$ cat config.mk
export PLATFORM = sky130hd
export DESIGN_NAME = cmv_ram
export DESIGN_NICKNAME = d
export VERILOG_FILES = /design/src/hdl/cmv_ram.sv
export SDC_FILE = /design/constraint.sdc
export NUM_CORES = 2
export LEC_CHECK = 0
export BUFFER_PORTS_ARGS = -buffer_cell sky130_fd_sc_hd__buf_2
export CORE_ASPECT_RATIO = 0.9
export CORE_MARGIN = 2
export CORE_UTILIZATION = 59
export CTS_BUF_LIST = sky130_fd_sc_hd__clkbuf_8
export CTS_CLUSTER_DIAMETER = 150
export CTS_CLUSTER_SIZE = 25
export DETAILED_ROUTE_END_ITERATION = 8
export PLACE_DENSITY = 0.78
export SYNTH_ARGS = -nofsm -noshare
export SYNTH_HDL_FRONTEND = slang
export SYNTH_SLANG_ARGS = --single-unit
$ cat constraint.sdc
create_clock -name i_clk -period 2.7 [get_ports i_clk]
set_input_delay 0.54 -clock i_clk [delete_from_list [all_inputs] [get_ports i_clk]]
set_output_delay 0.54 -clock i_clk [all_outputs]
set_load 0.02 [all_outputs]
$ cat src/hdl/cmv_ram.sv
// Generic single-port-write, single-port-read RAM with registered read data.
`timescale 1ns / 1ps
module cmv_ram #(
    parameter int WIDTH = 16,
    parameter int DEPTH = 256
) (
    input  logic                     i_clk,
    input  logic                     i_we,
    input  logic [$clog2(DEPTH)-1:0] i_waddr,
    input  logic [WIDTH-1:0]         i_wdata,
    input  logic [$clog2(DEPTH)-1:0] i_raddr,
    output logic [WIDTH-1:0]         o_rdata
);
    logic [WIDTH-1:0] r_mem [DEPTH];

    always_ff @(posedge i_clk) begin
        if (i_we) begin
            r_mem[i_waddr] <= i_wdata;
        end
        o_rdata <= r_mem[i_raddr];
    end
endmodule

==> summary.md <==
| Metric | Value |
|---|---|
| Status | `complete, no violations` |
| Ys async rst share | `0%` |
| Antenna violations before repair | `33` |
| Final setup viols | `0` |
| Most frequent cells in the layout | `4,096 x edfxtp_1, 896 x buf_4, 797 x mux4_2, 565 x mux2i_1, 271 x nor2_1` |
| Synth unique cells | `52` |
| Crit-path most repeated cell | `mux4_2` |
| Layout net count | `between 8,000 and 9,000` |
| WL final | `410,000 µm` |
| Full die area | `between 200,000 and 300,000 µm²` |
| Router iterations before antenna repair | `8` |
| Cells after synthesis | `between 7,000 and 8,000` |
| Number of H-tree levels | `4` |
| FMAX | `about 370 MHz` |
| Buffers and inverters on the worst path | `1` |
| Total negative slack | `0 ns` |
| Worst stage delay on the critical path | `0.53 ns` |
| Via-to-Cell Ratio | `roughly 7` |
| CP Capture Type | `flop` |
| Grt total ovfl | `0` |
| Largest net degree at the start of global routing | `approximately 160` |
| Placer Congestion | `~1` |
| Port bufs | `49` |
| Synth warn | `0` |
| Power Dens Cells | `584 nW/µm²` |
| Period utilization | `about 100%` |
| Syn Area/Cell | `roughly 22 µm²` |
| Synth top area share | `roughly 77%` |
| Clock Pin Slew Worst Setup and Hold Paths | `around 0.14 ns` |
| Combinational share of power | `between 7 and 8%` |
| Detailed-route via count | `82,200` |
| Root buffer cell | `clkbuf_8` |
| Hold/Removal Path Class | `in -> reg` |
| TritonCTS Buffers | `roughly 190` |
| Post-DP HPWL | `~260,000 µm` |
| CTS tree | `yes` |
| Number of remaining DRC errors | `0` |
| CP top delay family | `multiplexers` |
| Layout area overhead | `10.3%` |
| Switching Fraction | `roughly 22%` |
| Sequential share of power | `between 60% and 70%` |
| Final Non-Filler Cells | `about 12,000` |
| Clock network power share | `around a quarter` |
| Clock Skew | `between 0.08 and 0.09 ns` |
| Pleak | `55.8 nW` |
| Ports | `50` |
| Std-Cell Rows | `between 150 and 200` |
| Crit Path Class | `reg -> reg` |
| Most common cell after layout, fill and taps aside | `edfxtp_1` |
| Max-Cap Viols | `0` |
| RSZ-0062 raised after global routing | `no` |
| Final ANT Viol Nets | `0` |
| Syn Nets | `7,394` |
| DR iter-0 viols | `roughly 14,000` |
| Placed insts | `~12,000` |
| Slowest library cell on the worst path | `mux4_2` |
| Worst path cell trace | `mux4_2 > mux4_2 > a22o_1 > o32ai_2 > buf_4 > nor4_1` |
| Minimum clock period after layout | `around 2.7 ns` |
| CP Data Arrival Time | `~3.7 ns` |
| Ys flop type | `edfxtp_1` |
| Internal | `79.9 mW` |
| Worst slew pin tran | `approximately 1.4 ns` |
| Net Switching | `approximately 22 mW` |
| Cell Area, Synth | `about 160,000 µm²` |
| Leading area contributor after synthesis | `edfxtp_1` |
| EDFF count, synth | `approximately 4,100` |
| Fin. Hold Viols | `0` |
| GRT Overall Usage | `between 20% and 30%` |
| FF+latch count, synth | `~4,100` |
| TritonCTS sink count | `4,112` |
| Peak supply drop | `0.000492 V` |
| Number of global-route vias before repair | `approximately 80,000` |
| Critical Path RT | `3.66 ns` |
| Crit Path Max Fanout | `1` |
| Die Wd | `551 µm` |
| CORE AREA | `between 200,000 and 300,000 µm²` |
| Top post-synthesis cells by area | `edfxtp_1 77%, mux4_2 11%, mux2i_1 3.6%` |
| First-pass GRT wire length | `a little under 600,000 µm` |
| Crit start category | `flop` |
| Max Slew Vio Count | `0` |
| Insertion delay to the later sink of the worst-skew pair | `approximately 1.1 ns` |
| Initial Utilization | `between 50% and 60%` |
| Drt wl/cell | `around 35 µm` |
| Sequential share of the synthesized area | `just under 80%` |
| Rel. slew slack | `between 9 and 10%` |
| Die Span Y | `496 µm` |
| Max clock buf depth | `4` |
| Layout cells sized above 1 | `roughly 28%` |
timing repair:
item                                   in CTS  in global routing
setup endpoints to repair                   2                  2
cloned                                      0                  0
buffers inserted                            0                  0
resized for setup                           3                  3
hold buffers                               15                  1
endpoints found under the hold margin     489                  1
pin swaps                                   0                  2
cells in the mapped netlist (5+ instances only):
cell and number:
a31oi_1 6, mux4_2 797, buf_4 26, nor2_1 304, a22o_1 32, a211oi_1 18, clkbuf_1 230, buf_2 76
nand2_1 38, a21oi_1 175, a221oi_1 28, a22oi_1 43, nor3_1 92, edfxtp_1 4096, o31ai_1 16, o221ai_1 252
buf_8 11, o21ai_0 37, nor4_1 17, mux2i_1 565, buf_12 5, mux2_2 88, o32ai_1 20, nor2b_1 9
dfxtp_1 16, nand4_1 26, buf_6 77, o22ai_1 148, and3_1 11, buf_1 27, a2111oi_0 6, nand3_1 35
power groups by stage:
stage          clock network, mW  logic (mW)  registers [mW]
2_1_floorplan                  0        3.47            71.8
3_3_place_gp                   0        7.13            71.8
3_5_place_dp                   0        7.34            71.8
4_1_cts                     24.5        7.37            70.4
5_1_grt                     26.3        7.75            70.4
6_report                    24.3        7.48            70.4
cells by family (layout without fill, tap and decap cells):
kind of cell,Yosys count,in the layout,share of synthesized area (%)
other,0,12,0
flip-flops,4112,4112,77.7
AND/OR/NAND/NOR,556,556,1.57
AO/OA/AOI/OAI,786,786,3.54
multiplexers,1450,1450,15.5
buffers and inverters,456,1409,1.69
path summary, 6_finish.rpt:
check,startpoint,end,depth (start not counted),slack (ns)
hold reg to reg,r_mem[237][1],o_rdata[1],5,1.04
hold / removal,i_raddr[7],o_rdata[12],4,0.14
setup / recovery,r_mem[26][5],o_rdata[5],6,0.009
setup reg to reg,r_mem[26][5],o_rdata[5],6,0.009
sequential cells by signal, indices dropped and copies added (netlist names):
register  count
o_rdata      16
r_mem      4096
metrics by stage:
step | utilization, % | power [mW] | hold WS [ns] | cell area [µm²] | setup WS (ns)
after global placement | 64.3 | 79.0 | 0.786 | 172000 | -1.27
after floorplan | - | 75.3 | 0.639 | 159000 | -0.00500
after global routing | 65.5 | 104 | 0.198 | 175000 | 0.000459
final | 65.5 | 102 | 0.143 | 175000 | 0.00920
after CTS | 65.4 | 102 | 0.000582 | 175000 | 0.0171
after detailed placement | 64.3 | 79.2 | 0.783 | 172000 | -1.25
metal layers:
metal / wire, µm / vias up / track usage [%]
met4: 15200 / 12 / 9.89
li1: - / 32700 / -
met5: 75 / - / 0
met2: 192000 / 5877 / 46.0
met3: 54600 / 751 / 8.18
met1: 148000 / 42900 / 42.4
layout make-up:
class / count / area (µm²)
Timing Repair Buffer: 1165 / 11400
Clock inverter: 48 / 253
Clock buffer: 192 / 2640
Fill cell: 16400 / 92300
Multi-Input combinational cell: 2792 / 32900
Tap cell: 3549 / 4440
Antenna cell: 12 / 30.0
Inverter: 4 / 27.5
Sequential cell: 4112 / 123000
worst register-to-register path, delay by kind of cell, from the launching register on:
family	cells	cell delay (ns)
AOI/OAI and AO/OA	2	0.82
buffers and inverters	1	0.24
DFF	1	0.41
muxes	2	1.03
and+or+nand+nor	1	0.07
Power figures use the tool's default switching activity.
